===== src/hdl/assert_macros.svh =====
// ---------------------------------------------------------------------------
// assert_macros.svh
// Concurrent assertion macros, removed when SYNTH is defined.
// ---------------------------------------------------------------------------
`ifndef ASSERT_MACROS_SVH
`define ASSERT_MACROS_SVH

`ifndef SYNTH
`define ASSERT_IMPL(name, clk, rst_n, ante, cons) \
    name: assert property (@(posedge clk) disable iff (!rst_n) (ante) |-> (cons)) \
        else $error("assertion failed");
`define ASSERT_NEXT(name, clk, rst_n, ante, cons) \
    name: assert property (@(posedge clk) disable iff (!rst_n) (ante) |=> (cons)) \
        else $error("assertion failed");
`else
`define ASSERT_IMPL(name, clk, rst_n, ante, cons)
`define ASSERT_NEXT(name, clk, rst_n, ante, cons)
`endif

`endif


===== src/hdl/bcst_pkg.sv =====
// ---------------------------------------------------------------------------
// bcst_pkg
// Shared types and constants of the coulomb counting charge tracker.
// ---------------------------------------------------------------------------
package bcst_pkg;

    localparam int unsigned WORD_W    = 32;
    localparam int unsigned CAP_W     = 16;
    localparam int unsigned PM_W      = 10;
    localparam int unsigned FUNC_W    = 3;
    localparam int unsigned CFG_IDX_W = 3;
    localparam int unsigned RATIO_W   = 14;

    localparam logic [CAP_W-1:0]   PERMILLE  = 16'd1000;
    localparam logic [CAP_W-1:0]   RATIO_ONE = 16'd10000;
    localparam logic [PM_W-1:0]    PM_FULL   = 10'd1000;

    localparam logic [FUNC_W-1:0] FN_INIT       = 3'd0;
    localparam logic [FUNC_W-1:0] FN_TICK       = 3'd1;
    localparam logic [FUNC_W-1:0] FN_CORR_SOC   = 3'd2;
    localparam logic [FUNC_W-1:0] FN_CORR_TOT   = 3'd3;
    localparam logic [FUNC_W-1:0] FN_CORR_TOT_L = 3'd4;

    localparam logic [CFG_IDX_W-1:0] CFG_NOMINAL  = 3'd0;
    localparam logic [CFG_IDX_W-1:0] CFG_SOC_STEP = 3'd1;
    localparam logic [CFG_IDX_W-1:0] CFG_CAP_STEP = 3'd2;
    localparam logic [CFG_IDX_W-1:0] CFG_ST_REM   = 3'd3;
    localparam logic [CFG_IDX_W-1:0] CFG_ST_TOT   = 3'd4;

    typedef struct packed {
        logic [CAP_W-1:0] nominal;
        logic [PM_W-1:0]  soc_step;
        logic [CAP_W-1:0] cap_step;
        logic [CAP_W-1:0] st_rem;
        logic [CAP_W-1:0] st_tot;
    } t_cfg;

    typedef struct packed {
        logic              start;
        logic [WORD_W-1:0] dividend;
        logic [CAP_W-1:0]  divisor;
    } t_div_req;

    typedef struct packed {
        logic              busy;
        logic              done;
        logic [WORD_W-1:0] quot;
    } t_div_rsp;

endpackage


===== src/hdl/bcst_cfg.sv =====
// ---------------------------------------------------------------------------
// bcst_cfg
// Configuration register file with write decode.
// ---------------------------------------------------------------------------
module bcst_cfg (
    input  logic                           i_clk,
    input  logic                           i_rst_n,
    input  logic                           i_cfg_valid,
    output logic                           o_cfg_ready,
    input  logic [bcst_pkg::CFG_IDX_W-1:0] i_cfg_index,
    input  logic [bcst_pkg::CAP_W-1:0]     i_cfg_data,
    output bcst_pkg::t_cfg                 o_cfg
);
    import bcst_pkg::*;

    t_cfg r_cfg;

    assign o_cfg_ready = 1'b1;
    assign o_cfg       = r_cfg;

    always_ff @(posedge i_clk) begin
        if (!i_rst_n) begin
            r_cfg.nominal  <= 16'd10000;
            r_cfg.soc_step <= 10'd10;
            r_cfg.cap_step <= 16'd100;
            r_cfg.st_rem   <= '0;
            r_cfg.st_tot   <= '0;
        end else if (i_cfg_valid) begin
            unique case (i_cfg_index)
                CFG_NOMINAL:  r_cfg.nominal  <= i_cfg_data;
                CFG_SOC_STEP: r_cfg.soc_step <= i_cfg_data[PM_W-1:0];
                CFG_CAP_STEP: r_cfg.cap_step <= i_cfg_data;
                CFG_ST_REM:   r_cfg.st_rem   <= i_cfg_data;
                CFG_ST_TOT:   r_cfg.st_tot   <= i_cfg_data;
                default: ;
            endcase
        end
    end

endmodule


===== src/hdl/bcst_div.sv =====
// ---------------------------------------------------------------------------
// bcst_div
// Restoring divider, 32-bit dividend by 16-bit divisor, one bit per cycle.
// ---------------------------------------------------------------------------
module bcst_div (
    input  logic               i_clk,
    input  logic               i_rst_n,
    input  bcst_pkg::t_div_req i_req,
    output bcst_pkg::t_div_rsp o_rsp
);
    import bcst_pkg::*;

    logic              r_busy;
    logic              r_done;
    logic [4:0]        r_cnt;
    logic [CAP_W-1:0]  r_rem;
    logic [WORD_W-1:0] r_quo;
    logic [CAP_W-1:0]  r_dsr;
    logic [CAP_W:0]    shifted;
    logic              fits;

    assign shifted = {r_rem, r_quo[WORD_W-1]};
    assign fits    = shifted >= {1'b0, r_dsr};

    assign o_rsp.busy = r_busy;
    assign o_rsp.done = r_done;
    assign o_rsp.quot = r_quo;

    always_ff @(posedge i_clk) begin
        if (!i_rst_n) begin
            r_busy <= 1'b0;
            r_done <= 1'b0;
            r_cnt  <= '0;
        end else begin
            r_done <= !i_req.start && r_busy && (r_cnt == 5'd31);
            if (i_req.start) begin
                r_busy <= 1'b1;
                r_cnt  <= '0;
            end else if (r_busy) begin
                r_cnt <= r_cnt + 5'd1;
                if (r_cnt == 5'd31) begin
                    r_busy <= 1'b0;
                end
            end
        end
    end

    always_ff @(posedge i_clk) begin
        if (i_req.start) begin
            r_rem <= '0;
            r_quo <= i_req.dividend;
            r_dsr <= i_req.divisor;
        end else if (r_busy) begin
            r_rem <= fits ? 16'(shifted - {1'b0, r_dsr}) : shifted[CAP_W-1:0];
            r_quo <= {r_quo[WORD_W-2:0], fits};
        end
    end

endmodule


===== src/hdl/battery_coulomb_soc_tracker_core.sv =====
// ---------------------------------------------------------------------------
// battery_coulomb_soc_tracker_core
// Coulomb counting state of charge tracker with a shared serial divider.
// ---------------------------------------------------------------------------
// Input channel: i_in_valid / o_in_stall with one port per field. An item
// is taken when valid is high and stall is low; stall stays high while an
// item is being worked on.
// Output channel: o_out_valid / i_out_stall; one result per item, held in
// an output register until the receiver drops stall. The next item may be
// accepted while a result still waits.
// Configuration: i_cfg_valid / o_cfg_ready with i_cfg_index, i_cfg_data;
// ready is always high. Write only while the block is idle.
// Divisions: each one uses the single restoring divider after operand setup.
// Per item: compute ticks take 4 divisions, nonzero-total corrections by
// total 3 (also low-temp), by SOC 2, others 1 (also with a record step);
// the block returns to idle before the next item is accepted.
// Reset: clears the tracker state, except the ratio and energy scratch registers, and loads the default configuration.
// A stalled receiver holds the result; a finished item waits in the last
// state until the output register is free.
// ---------------------------------------------------------------------------
module battery_coulomb_soc_tracker_core (
    input  logic                        i_clk,
    input  logic                        i_rst_n,
    input  logic                        i_in_valid,
    output logic                        o_in_stall,
    input  logic [bcst_pkg::FUNC_W-1:0] i_func,
    input  logic signed [31:0]          i_charge_counter,
    input  logic [31:0]                 i_discharge_total,
    input  logic                        i_hold_soh,
    input  logic [bcst_pkg::PM_W-1:0]   i_target_soc,
    input  logic [bcst_pkg::CAP_W-1:0]  i_new_total,
    input  logic [bcst_pkg::CAP_W-1:0]  i_pack_voltage,
    output logic                        o_out_valid,
    input  logic                        i_out_stall,
    output logic [bcst_pkg::CAP_W-1:0]  o_remaining_cap,
    output logic [bcst_pkg::CAP_W-1:0]  o_total_cap,
    output logic [bcst_pkg::PM_W-1:0]   o_soc_permille,
    output logic [bcst_pkg::PM_W-1:0]   o_soh_permille,
    output logic [bcst_pkg::CAP_W-1:0]  o_cycle_count,
    output logic [bcst_pkg::CAP_W-1:0]  o_remain_energy,
    output logic                        o_save_remaining,
    output logic                        o_save_total,
    output logic                        o_save_calib,
    output logic [bcst_pkg::CAP_W-1:0]  o_calib_cycles,
    output logic                        o_published,
    input  logic                        i_cfg_valid,
    output logic                        o_cfg_ready,
    input  logic [bcst_pkg::CFG_IDX_W-1:0] i_cfg_index,
    input  logic [bcst_pkg::CAP_W-1:0]  i_cfg_data
);
    import bcst_pkg::*;

    `include "assert_macros.svh"

    typedef enum logic [2:0] {
        ST_IDLE, ST_PRE, ST_MUL, ST_DIV, ST_REC, ST_DONE
    } t_state;

    typedef enum logic [2:0] {
        J_SOC, J_SOH, J_CYC, J_RATIO, J_NC, J_CORR, J_ENERGY
    } t_job;

    t_cfg     cfg;
    t_div_req div_req;
    t_div_rsp div_rsp;

    t_state r_state;
    t_job   r_job;

    logic [FUNC_W-1:0]  r_func;
    logic [WORD_W-1:0]  r_ctr;
    logic [WORD_W-1:0]  r_dis;
    logic               r_hold;
    logic [PM_W-1:0]    r_tsoc;
    logic [CAP_W-1:0]   r_ntot;
    logic [CAP_W-1:0]   r_volt;

    logic [CAP_W-1:0]   r_now;
    logic [CAP_W-1:0]   r_top;
    logic [WORD_W-1:0]  r_last;
    logic               r_phase;
    logic [PM_W-1:0]    r_soc;
    logic [PM_W-1:0]    r_soh;
    logic [CAP_W-1:0]   r_cyc;
    logic [CAP_W-1:0]   r_cal;
    logic [PM_W-1:0]    r_sv_soc;
    logic [CAP_W-1:0]   r_sv_rem;
    logic [RATIO_W-1:0] r_ratio;
    logic [CAP_W-1:0]   r_energy;
    logic               r_f_rem;
    logic               r_f_tot;
    logic               r_pub;

    logic               r_div_start;
    logic [WORD_W-1:0]  r_dividend;
    logic [CAP_W-1:0]   r_divisor;

    logic               r_out_valid;
    logic [CAP_W-1:0]   r_o_rem;
    logic [CAP_W-1:0]   r_o_tot;
    logic [PM_W-1:0]    r_o_soc;
    logic [PM_W-1:0]    r_o_soh;
    logic [CAP_W-1:0]   r_o_cyc;
    logic [CAP_W-1:0]   r_o_energy;
    logic               r_o_f_rem;
    logic               r_o_f_tot;
    logic [CAP_W-1:0]   r_o_cal;
    logic               r_o_pub;

    logic               in_xfer;
    logic               out_free;

    logic [CAP_W-1:0]   mul_a;
    logic [CAP_W-1:0]   mul_b;
    logic [WORD_W-1:0]  product;
    logic [CAP_W-1:0]   dsr_sel;

    logic [WORD_W-1:0]  step_d;
    logic [WORD_W-1:0]  step_mag;
    logic               step_ok;
    logic [CAP_W:0]     acc_val;
    logic [CAP_W-1:0]   tick_now;

    logic [PM_W-1:0]    soc_diff;
    logic [CAP_W-1:0]   rem_diff;
    logic               rec_hit;
    logic [WORD_W-1:0]  quot;

    bcst_cfg u_cfg (
        .i_clk       (i_clk),
        .i_rst_n     (i_rst_n),
        .i_cfg_valid (i_cfg_valid),
        .o_cfg_ready (o_cfg_ready),
        .i_cfg_index (i_cfg_index),
        .i_cfg_data  (i_cfg_data),
        .o_cfg       (cfg)
    );

    assign div_req.start    = r_div_start;
    assign div_req.dividend = r_dividend;
    assign div_req.divisor  = r_divisor;

    bcst_div u_div (
        .i_clk   (i_clk),
        .i_rst_n (i_rst_n),
        .i_req   (div_req),
        .o_rsp   (div_rsp)
    );

    assign quot       = div_rsp.quot;
    assign o_in_stall = (r_state != ST_IDLE);
    assign in_xfer    = i_in_valid && !o_in_stall;
    assign out_free   = !r_out_valid || !i_out_stall;

    always_comb begin
        mul_a   = r_now;
        mul_b   = PERMILLE;
        dsr_sel = r_top;
        case (r_job)
            J_SOC: begin
                mul_a = r_now; mul_b = PERMILLE; dsr_sel = r_top;
            end
            J_SOH: begin
                mul_a = r_top; mul_b = PERMILLE; dsr_sel = cfg.nominal;
            end
            J_CYC: begin
                mul_a = r_now; mul_b = PERMILLE; dsr_sel = cfg.nominal;
            end
            J_RATIO: begin
                mul_a = r_now; mul_b = RATIO_ONE; dsr_sel = r_top;
            end
            J_NC: begin
                mul_a = r_ntot; mul_b = {2'b00, r_ratio}; dsr_sel = RATIO_ONE;
            end
            J_CORR: begin
                mul_a = r_top; mul_b = {6'd0, r_tsoc}; dsr_sel = PERMILLE;
            end
            default: begin
                mul_a = r_now; mul_b = r_volt; dsr_sel = RATIO_ONE;
            end
        endcase
    end

    assign product = {16'd0, mul_a} * {16'd0, mul_b};

    assign step_d   = r_ctr - r_last;
    assign step_mag = step_d[WORD_W-1] ? (~step_d + 32'd1) : step_d;
    assign step_ok  = step_mag <= {16'd0, cfg.nominal};

    always_comb begin
        if (!step_ok) begin
            acc_val = {1'b0, r_now};
        end else if (step_d[WORD_W-1]) begin
            acc_val = (step_mag[CAP_W-1:0] > r_now) ? '0
                    : {1'b0, r_now - step_mag[CAP_W-1:0]};
        end else begin
            acc_val = {1'b0, r_now} + {1'b0, step_mag[CAP_W-1:0]};
        end
        tick_now = (acc_val > {1'b0, r_top}) ? r_top : acc_val[CAP_W-1:0];
    end

    assign soc_diff = (r_soc >= r_sv_soc) ? r_soc - r_sv_soc : r_sv_soc - r_soc;
    assign rem_diff = (r_now >= r_sv_rem) ? r_now - r_sv_rem : r_sv_rem - r_now;
    assign rec_hit  = (soc_diff >= cfg.soc_step) || (rem_diff >= cfg.cap_step);

    always_ff @(posedge i_clk) begin
        if (!i_rst_n) begin
            r_state     <= ST_IDLE;
            r_job       <= J_ENERGY;
            r_now       <= '0;
            r_top       <= '0;
            r_last      <= '0;
            r_phase     <= 1'b0;
            r_soc       <= '0;
            r_soh       <= '0;
            r_cyc       <= '0;
            r_cal       <= '0;
            r_sv_soc    <= '0;
            r_sv_rem    <= '0;
            r_f_rem     <= 1'b0;
            r_f_tot     <= 1'b0;
            r_pub       <= 1'b0;
            r_div_start <= 1'b0;
            r_out_valid <= 1'b0;
        end else begin
            r_div_start <= (r_state == ST_MUL);
            if (r_out_valid && !i_out_stall && (r_state != ST_DONE)) begin
                r_out_valid <= 1'b0;
            end
            unique case (r_state)
                ST_IDLE: begin
                    if (in_xfer) begin
                        r_func  <= i_func;
                        r_ctr   <= i_charge_counter;
                        r_dis   <= i_discharge_total;
                        r_hold  <= i_hold_soh;
                        r_tsoc  <= i_target_soc;
                        r_ntot  <= i_new_total;
                        r_volt  <= i_pack_voltage;
                        r_f_rem <= 1'b0;
                        r_f_tot <= 1'b0;
                        r_pub   <= 1'b0;
                        r_state <= ST_PRE;
                    end
                end
                ST_PRE: begin
                    case (r_func)
                        FN_INIT: begin
                            if (cfg.st_rem > cfg.st_tot) begin
                                r_now <= {1'b0, cfg.nominal[CAP_W-1:1]};
                                r_top <= cfg.nominal;
                            end else begin
                                r_now <= cfg.st_rem;
                                r_top <= (cfg.st_tot == '0) ? cfg.nominal : cfg.st_tot;
                            end
                            r_job   <= J_ENERGY;
                            r_state <= ST_MUL;
                        end
                        FN_TICK: begin
                            if (!r_phase) begin
                                r_now   <= tick_now;
                                r_last  <= r_ctr;
                                r_phase <= 1'b1;
                                r_job   <= J_SOC;
                                r_state <= ST_MUL;
                            end else begin
                                r_phase <= 1'b0;
                                r_pub   <= 1'b1;
                                r_job   <= J_ENERGY;
                                r_state <= ST_REC;
                            end
                        end
                        FN_CORR_SOC: begin
                            r_job   <= (r_top != '0) ? J_CORR : J_ENERGY;
                            r_state <= ST_MUL;
                        end
                        FN_CORR_TOT, FN_CORR_TOT_L: begin
                            if (r_func == FN_CORR_TOT) begin
                                r_cal   <= r_cyc;
                                r_f_tot <= 1'b1;
                                r_pub   <= 1'b1;
                            end
                            if (r_top == '0) begin
                                r_now   <= '0;
                                r_job   <= J_ENERGY;
                                r_state <= (r_func == FN_CORR_TOT) ? ST_REC : ST_MUL;
                            end else begin
                                r_job   <= J_RATIO;
                                r_state <= ST_MUL;
                            end
                        end
                        default: begin
                            r_job   <= J_ENERGY;
                            r_state <= ST_MUL;
                        end
                    endcase
                end
                ST_MUL: begin
                    r_dividend  <= (r_job == J_CYC) ? r_dis : product;
                    r_divisor   <= dsr_sel;
                    r_state     <= ST_DIV;
                end
                ST_DIV: begin
                    if (div_rsp.done) begin
                        unique case (r_job)
                            J_SOC: begin
                                if (r_now >= r_top) begin
                                    r_soc <= PM_FULL;
                                end else if (r_now == '0) begin
                                    r_soc <= '0;
                                end else begin
                                    r_soc <= quot[PM_W-1:0];
                                end
                                r_job   <= J_SOH;
                                r_state <= ST_MUL;
                            end
                            J_SOH: begin
                                if (cfg.nominal[CAP_W-1:1] == '0) begin
                                    r_soh <= '0;
                                end else if (!r_hold) begin
                                    r_soh <= (quot > 32'd1000) ? PM_FULL : quot[PM_W-1:0];
                                end
                                r_job   <= J_CYC;
                                r_state <= ST_MUL;
                            end
                            J_CYC: begin
                                r_cyc <= (cfg.nominal == '0) ? 16'hFFFF : quot[CAP_W-1:0];
                                r_job   <= J_ENERGY;
                                r_state <= ST_MUL;
                            end
                            J_RATIO: begin
                                if (r_now >= r_top) begin
                                    r_ratio <= RATIO_ONE[RATIO_W-1:0];
                                end else if (r_now == '0) begin
                                    r_ratio <= '0;
                                end else begin
                                    r_ratio <= quot[RATIO_W-1:0];
                                end
                                r_job   <= J_NC;
                                r_state <= ST_MUL;
                            end
                            J_NC: begin
                                r_now <= (quot > {16'd0, r_ntot}) ? r_ntot : quot[CAP_W-1:0];
                                r_top <= r_ntot;
                                r_job <= J_ENERGY;
                                r_state <= (r_func == FN_CORR_TOT) ? ST_REC : ST_MUL;
                            end
                            J_CORR: begin
                                r_now <= (quot > {16'd0, r_top}) ? r_top : quot[CAP_W-1:0];
                                r_soc <= (r_tsoc > PM_FULL) ? PM_FULL : r_tsoc;
                                r_pub <= 1'b1;
                                r_job <= J_ENERGY;
                                r_state <= ST_REC;
                            end
                            J_ENERGY: begin
                                r_energy <= quot[CAP_W-1:0];
                                r_state  <= ST_DONE;
                            end
                            default: r_state <= ST_MUL;
                        endcase
                    end
                end
                ST_REC: begin
                    if (rec_hit) begin
                        r_sv_soc <= r_soc;
                        r_sv_rem <= r_now;
                        r_f_rem  <= 1'b1;
                    end
                    r_job   <= J_ENERGY;
                    r_state <= ST_MUL;
                end
                ST_DONE: begin
                    if (out_free) begin
                        r_out_valid <= 1'b1;
                        r_o_rem     <= r_now;
                        r_o_tot     <= r_top;
                        r_o_soc     <= r_soc;
                        r_o_soh     <= r_soh;
                        r_o_cyc     <= r_cyc;
                        r_o_energy  <= r_energy;
                        r_o_f_rem   <= r_f_rem;
                        r_o_f_tot   <= r_f_tot;
                        r_o_cal     <= r_cal;
                        r_o_pub     <= r_pub;
                        r_state     <= ST_IDLE;
                    end
                end
                default: r_state <= ST_IDLE;
            endcase
        end
    end

    assign o_out_valid      = r_out_valid;
    assign o_remaining_cap  = r_o_rem;
    assign o_total_cap      = r_o_tot;
    assign o_soc_permille   = r_o_soc;
    assign o_soh_permille   = r_o_soh;
    assign o_cycle_count    = r_o_cyc;
    assign o_remain_energy  = r_o_energy;
    assign o_save_remaining = r_o_f_rem;
    assign o_save_total     = r_o_f_tot;
    assign o_save_calib     = r_o_f_tot;
    assign o_calib_cycles   = r_o_cal;
    assign o_published      = r_o_pub;

    `ASSERT_IMPL(a_div_in_div_state, i_clk, i_rst_n, div_rsp.busy, r_state == ST_DIV)
    `ASSERT_NEXT(a_accept_stalls, i_clk, i_rst_n, in_xfer, o_in_stall)
    `ASSERT_NEXT(a_done_loads_out, i_clk, i_rst_n, (r_state == ST_DONE) && out_free, o_out_valid && (r_state == ST_IDLE))

endmodule


===== config.mk =====
export PLATFORM = sky130hd
export DESIGN_NAME = battery_coulomb_soc_tracker_core
export DESIGN_NICKNAME = d
export VERILOG_FILES = /design/src/hdl/bcst_pkg.sv /design/src/hdl/bcst_cfg.sv /design/src/hdl/bcst_div.sv /design/src/hdl/battery_coulomb_soc_tracker_core.sv
export VERILOG_INCLUDE_DIRS = /design/src /design/src/hdl
export SDC_FILE = /design/constraint.sdc
export NUM_CORES = 2
export LEC_CHECK = 0
export BUFFER_PORTS_ARGS = -buffer_cell sky130_fd_sc_hd__buf_2
export CAP_MARGIN = 20
export CELL_PAD_IN_SITES_DETAIL_PLACEMENT = 0
export CELL_PAD_IN_SITES_GLOBAL_PLACEMENT = 1
export CORE_ASPECT_RATIO = 1.25
export CORE_MARGIN = 3
export CORE_UTILIZATION = 30
export DETAILED_ROUTE_END_ITERATION = 10
export GPL_TIMING_DRIVEN = 0
export PLACE_DENSITY_LB_ADDON = 0.1
export SYNTH_ARGS = -nofsm -noshare
export SYNTH_HDL_FRONTEND = slang
export SYNTH_SLANG_ARGS = --single-unit
export TNS_END_PERCENT = 50

===== constraint.sdc =====
create_clock -name i_clk -period 7.8 [get_ports i_clk]
set_input_delay 0 -clock i_clk [delete_from_list [all_inputs] [get_ports i_clk]]
set_output_delay 0 -clock i_clk [all_outputs]
set_load 0.005 [all_outputs]

Word-level counts from Yosys, hierarchy flattened

Cells that the tools add are included.

Register bits: 590
Input port bits: 134
Output and inout bits: 107
Word-level logic and storage cells: 250

Add/subtract/negate cells: 10
Multiply operators: 1
Magnitude comparators: 14
Eq/ne operators: 39
Mux-type cells: 72
Bitwise logic cells: 3
Reductions and logical operators: 61

Operators by type and width:

| kind                                                                               | count |
|---|---|
| 16-bit 2-to-1 mux                                                                  | 16 |
| 32-bit 2-to-1 mux                                                                  | 4 |
| 16-bit one-hot mux with 2 select lines                                             | 4 |
| 16-bit one-hot mux with 3 select lines                                             | 2 |
| 10-bit 2-to-1 mux                                                                  | 7 |
| 32-bit by 16-bit greater-than comparator with 1-bit output                         | 2 |
| 16-bit zero test                                                                   | 4 |
| 16-bit one-hot mux with 4 select lines                                             | 1 |
| 16-bit subtractor                                                                  | 4 |
| 16-bit greater-or-equal comparator                                                 | 3 |
| 17-bit 2-to-1 mux                                                                  | 2 |
| 32-bit by 1-bit adder with 32-bit output (second input constant)                   | 1 |
| 16-bit greater-than comparator                                                     | 2 |
| 32-bit by 10-bit greater-than comparator with 1-bit output (second input constant) | 1 |
| 32-bit by 16-bit less-or-equal comparator with 1-bit output                        | 1 |
| 16-bit by 16-bit multiplier with 32-bit output                                     | 1 |
| 32-bit NOT                                                                         | 1 |
| 32-bit subtractor                                                                  | 1 |
| 3-bit 2-to-1 mux                                                                   | 9 |
| 3-bit one-hot mux with 3 select lines                                              | 3 |
| 3-bit AND reduction                                                                | 9 |
| 3-bit by 2-bit equality test with 1-bit output (second input constant)             | 8 |
| 3-bit equality test (second input constant)                                        | 7 |
| 10-bit greater-or-equal comparator                                                 | 2 |
| 39 further kinds                                                                   | 105 |

Longest topological paths before layout

Word-level depth: 13
Mapped depth: 48

Hierarchy

From an unflattened synthesis, not the netlist that was laid out.

Cells, all modules: 4550
Area total of the unflattened synthesis: 42809.8 um^2

By module, submodules not included:

| module                           | times used | cells each | area an instance (um^2) | seq. area each (um^2) |
|---|---|---|---|---|
| battery_coulomb_soc_tracker_core | 1          | 3950       | 36163.4                 | 11821.3 |
| bcst_div                         | 1          | 325        | 3778.6                  | 1901.8 |
| bcst_cfg                         | 1          | 275        | 2867.8                  | 1481.4 |

Least setup slack after synthesis

OpenSTA, ideal clock, no wires.

Kind: register to register
From: register r_ctr[4]
To: register r_now[9]
Setup time: 74 ps
Data arrival time: 8092 ps
Slack: -366 ps
Stages on the path, launching flop included: 46
Cells stage by stage: edfxtp_1 > ha_1 > buf_6 > a21o_2 > nor3_2 > a211oi_2 > o31ai_1 > a21boi_0 > nor2_1 > a21o_2 > clkbuf_8 > clkbuf_1 > buf_1 > nor2_1 > xnor2_1 > ha_1 > o21bai_1 > a21oi_1 > [... 10 more ...] > nand2_1 > o21ai_1 > ha_1 > o21a_1 > o21a_1 > o21a_1 > o21a_1 > o21ai_0 > a21oi_1 > o31ai_1 > a211o_1 > a21o_2 > nor2b_1 > buf_1 > o21a_1 > clkbuf_8 > nand3_1 > a31oi_1

Word-level cells in the longest chain between the ends: 13
Elaborated cells between the ends (all ways): 16
Those cells by class: add/sub (4); order compare (3); mux (8); bitwise (1)

Ends and longest elaborated chain:

| item                                                                       | RTL line                                                                         | text |
|---|---|---|
| from (decl)                                                                | battery_coulomb_soc_tracker_core.sv:71                                           | `logic [WORD_W-1:0] r_ctr;` |
| from (signal assigned)                                                     | battery_coulomb_soc_tracker_core.sv:234                                          | `r_ctr <= i_charge_counter;` |
| 32-bit subtractor (*)                                                      | battery_coulomb_soc_tracker_core.sv:186                                          | `assign step_d = r_ctr - r_last;` |
| 32-bit NOT                                                                 | battery_coulomb_soc_tracker_core.sv:187                                          | `assign step_mag = step_d[WORD_W-1] ? (~step_d + 32'd1) : step_d;` |
| 32-bit by 1-bit adder with 32-bit output                                   | battery_coulomb_soc_tracker_core.sv:187                                          |  |
| 32-bit 2-to-1 mux                                                          | battery_coulomb_soc_tracker_core.sv:187                                          |  |
| 16-bit subtractor / 16-bit greater-than comparator (equally long branches) | battery_coulomb_soc_tracker_core.sv:195, battery_coulomb_soc_tracker_core.sv:194 |  |
| 16-bit 2-to-1 mux                                                          | battery_coulomb_soc_tracker_core.sv:194                                          | `acc_val = (step_mag[CAP_W-1:0] > r_now) ? '0` |
| 17-bit 2-to-1 mux                                                          | battery_coulomb_soc_tracker_core.sv:193                                          | `end else if (step_d[WORD_W-1]) begin` |
| 17-bit 2-to-1 mux (*)                                                      | battery_coulomb_soc_tracker_core.sv:191                                          | `if (!step_ok) begin` |
| 17-bit by 16-bit greater-than comparator with 1-bit output                 | battery_coulomb_soc_tracker_core.sv:199                                          | `tick_now = (acc_val > {1'b0, r_top}) ? r_top : acc_val[CAP_W-1:0];` |
| 16-bit 2-to-1 mux (*)                                                      | battery_coulomb_soc_tracker_core.sv:199                                          |  |
| 16-bit 2-to-1 mux (*)                                                      | battery_coulomb_soc_tracker_core.sv:260                                          | `if (!r_phase) begin` |
| 16-bit one-hot mux with 3 select lines (*)                                 | battery_coulomb_soc_tracker_core.sv:247                                          | `case (r_func)` |
| 16-bit one-hot mux with 2 select lines (*)                                 | battery_coulomb_soc_tracker_core.sv:230                                          | `unique case (r_state)` |
| to (signal assigned)                                                       | battery_coulomb_soc_tracker_core.sv:250                                          | `r_now <= {1'b0, cfg.nominal[CAP_W-1:1]};` |
| to (signal assigned)                                                       | battery_coulomb_soc_tracker_core.sv:253                                          | `r_now <= cfg.st_rem;` |
| to (signal assigned)                                                       | battery_coulomb_soc_tracker_core.sv:261                                          | `r_now <= tick_now;` |
| to (decl)                                                                  | battery_coulomb_soc_tracker_core.sv:78                                           | `logic [CAP_W-1:0] r_now;` |

Mark *: on every way between the ends. The rest lies on a longest branch, timed or not. The select of a mux whose other input is x is not followed.
A chain may end at the register's enable or synchronous reset.

Worst setup path in the final report

From: register r_ctr[4]
To: register r_now[4]

Same word-level chain as after synthesis.

==> flow_metrics.tcl <==
set metrics [dict create \
    finClkSkew_ns 0.0389 \
    violations "negative setup slack" \
    cts_max_path_buffers 3 \
    clock_sinks 590 \
    p_per_area_nw_per_um2 184 \
    hold_viol 0 \
    max_freq_mhz 125 \
    htreeDepth 3 \
    cp-start-kind "flip-flop" \
    max_stage_delay_ns 0.40 \
    p_sw_share_pct 32.5 \
    cp_max_fo 7 \
    wl_per_cell_um 23.1 \
    setup_tns_ns -2.53 \
    period_minus_slack_ns 8.01 \
    place.gp.congestion 0.900 \
    cts_root_buffer "clkbuf_16" \
    final_util_pct 38.5 \
    slowest_stage "edfxtp_1" \
    postSynthAreaPerCell_um2 9.37 \
    synth_warnings 0 \
    ys_seq_area_share_pct 36.1 \
    drv_slew 0 \
    dp_hpwl_um 129000 \
    initial_core_util_pct 30.2 \
    grt_max_degree 66 \
    path_clk_slew_ns 0.06 \
    cellInternalPower_uw 6670 \
    setup_ws_ns -0.208 \
    hold_ws_ns 0.0548 \
    drt_iter0_drc 2190 \
    synth.net_count 5194 \
    min_path_type "in2reg" \
    ir_drop_mv 0.154 \
    critPathTopFamily "compound AO/OA/AOI/OAI gates" \
    ant_nets 0 \
    criticalPathCategory "reg2reg" \
    totalPowerFinal_uw 9880 \
    nNetsFinal 5909 \
    end_kind "flip-flop" \
    synth_edf_count 339 \
    io_pins 241 \
    vias 35600 \
    arrival_ns 8.61 \
    pwr-share-comb_pct 27.2 \
    leakage_uw 0.0217 \
    grt_antenna_before_repair 2 \
    ys_types 108 \
    yosys_most_used_dff "edfxtp_1" \
    async_flop_share_pct 0 \
    clockPowerShare_pct 36.4 \
    nFillCells 14300 \
    dpl.cell_count 6620 \
    die-area_um2 145000 \
    dieWidth_um 341 \
    worst_skew_pair.late_latency_ns 0.70 \
    max-slew-margin-rel_pct 22.5 \
    final_cells 7131 \
    vias_per_cell 4.99 \
    tightest_slew_ns 1.16 \
    power.share.sequential_pct 36.4 \
    path_common_cell "o21a_1" \
    num_rows 153 \
    postRouteWirelength_um 165000 \
    numCtsBuffers 70 \
    crit_buf_inv 8 \
    p_switching_uw 3210 \
    maxCapViolations 0 \
    syn_area_um2 42100 \
    io_buffers 239 \
    gr-usage-all-layers_pct 22.7 \
    grt_pass1_wl_um 244000 \
    cp.required_ns 8.40 \
    rsz0062_at_grt "true" \
    syn2layout_area_growth_pct 27.4 \
    setup_viol 16 \
    drcViolationCount 0 \
    grt.overflow.total 0 \
    drive_gt1_share_pct 17.7 \
    die_h_um 425 \
    ys_ff_latch 590 \
    outcome "finished, violations left" \
    syn_inst 4499 \
    period_share_pct 103 \
    cts_tree "yes" \
    core_um2 139000 \
    grt_pass1_vias 36300 \
    firstDrtPassIters 5 \
]
==> power groups by stage <==
stage / clock network (µW) / registers, µW / logic, µW
finish: 3600 / 3600 / 2690
detailed placement: 0 / 3660 / 2310
floorplan: 0 / 3570 / 1620
global route: 3850 / 3610 / 3000
global placement: 0 / 3670 / 2300
CTS: 3730 / 3600 / 2660
==> cells in the final DEF (no fill, tap or decap), types with 200 or more instances in the layout <==
| cell | instances |
|---|---|
| edfxtp_1 | 339 |
| dfxtp_1 | 224 |
| dlygate4sd3_1 | 234 |
| fa_1 | 200 |
| ha_1 | 341 |
| inv_1 | 469 |
| buf_2 | 245 |
| nand2_1 | 675 |
| nor2_1 | 257 |
| a21oi_1 | 206 |
==> registers in the layout (all words and copies together), names as in the netlist, 14 cells and up <==
| name | flops |
|---|---|
| r_ctr | 32 |
| r_sv_rem | 16 |
| u_cfg.o_cfg | 74 |
| r_energy | 16 |
| u_div.r_rem | 16 |
| r_last | 32 |
| o_remaining_cap | 16 |
| r_cyc | 16 |
| r_now | 16 |
| r_volt | 16 |
| r_dividend | 32 |
| u_div.r_quo | 32 |
| o_cycle_count | 16 |
| o_total_cap | 16 |
| r_cal | 16 |
| o_remain_energy | 16 |
| r_divisor | 16 |
| r_ntot | 16 |
| u_div.r_dsr | 16 |
| r_top | 16 |
| r_dis | 32 |
| o_calib_cycles | 16 |
| r_ratio | 14 |
==> final timing paths <==
kind | startpoint | endpoint | cells past startpoint | slack, ns
worst min-delay path | i_new_total[1] | r_ntot[1]$_DFFE_PP_ | 2 | 0.05
worst min register to register | r_energy[6]$_DFFE_PP_ | o_remain_energy[6]$_DFFE_PP_ | 0 | 0.40
worst max register to register | r_ctr[4]$_DFFE_PP_ | r_now[4]$_SDFFE_PN0P_ | 46 | -0.21
worst max-delay path | r_ctr[4]$_DFFE_PP_ | r_now[4]$_SDFFE_PN0P_ | 46 | -0.21
==> worst register-to-register path, delay by kind of cell (launching register included) <==
kind,cells,cell delay (ns)
DFF,1,0.40
buffers and inverters,8,1.01
AOI/OAI and AO/OA,26,4.42
and+or+nand+nor,9,1.24
adders and majority gates,3,0.85
==> timing repair <==
| action | in CTS | in global routing |
|---|---|---|
| hold buffers | 233 | 0 |
| resized for setup | 362 | 72 |
| endpoints found under the hold margin | 197 | 0 |
| pin swaps | 79 | 44 |
| setup endpoints to repair | 63 | 47 |
| buffers inserted | 121 | 38 |
| cloned | 1 | 3 |
==> metal layers <==
metal / up-vias / global-route usage, % / part of all wire [%]
li1: 17100 / - / -
met3: 244 / 2.64 / 4.1
met4: 2 / 9.32 / 4.3
met2: 784 / 39.4 / 49
met1: 17400 / 28.4 / 43
met5: - / 0 / 0.0067
==> area by class of cell <==
cell class | count | area (µm²) | area share (%)
Timing Repair Buffer | 660 | 5150 | 9.59
Buffer | 195 | 1310 | 2.43
Clock inverter | 47 | 644 | 1.20
Sequential cell | 590 | 15200 | 28.4
Multi-Input combinational cell | 3220 | 25300 | 47.2
Inverter | 477 | 1820 | 3.38
Antenna cell | 2 | 5.00 | 0.00932
Tap cell | 1860 | 2330 | 4.34
Clock buffer | 80 | 1840 | 3.43
==> synthesized netlist by cell type (all sizes together), types with 30 or more instances <==
cell type,instances,area (µm²)
edfxtp,339,10200
fa,202,4040
nand2,684,2570
and2,37,233
mux2,45,507
o21ai,194,971
a21boi,138,1040
nor2,276,1040
o21a,53,398
xnor2,55,482
mux2i,95,951
nand4,48,300
a211oi,50,385
clkbuf,177,754
o211ai,39,303
nor4,32,245
inv,476,1790
a31oi,30,188
nand3,56,285
xor2,38,333
a21o,85,648
nand2b,30,188
a21oi,228,1140
nor3,53,270
dfxtp,251,5020
nor2b,60,375
ha,359,4490
buf,33,195
a22oi,30,225
==> cell families (layout without fill, tap and decap cells) <==
group / Yosys count / after routing / synth area share, %
AO/OA/AOI/OAI: 1051 / 1051 / 17.0
XOR/XNOR: 93 / 93 / 1.93
adder cells (fa/ha/maj): 561 / 561 / 20.3
flip-flops: 590 / 590 / 36.1
multiplexers: 140 / 140 / 3.46
buffers and inverters: 689 / 1459 / 6.55
AND/OR/NAND/NOR: 1374 / 1374 / 14.7
other: 1 / 3 / 0.00890
==> stage by stage <==
stage          instance area (µm²)  setup WS (ns)
2_1_floorplan                42200        -0.0308
3_3_place_gp                 45700          -3.10
3_5_place_dp                 46000          -2.85
4_1_cts                      53100         -0.558
5_1_grt                      53700         -0.655
6_report                     53700         -0.208
Note: power is estimated with default switching activity, not from simulation.
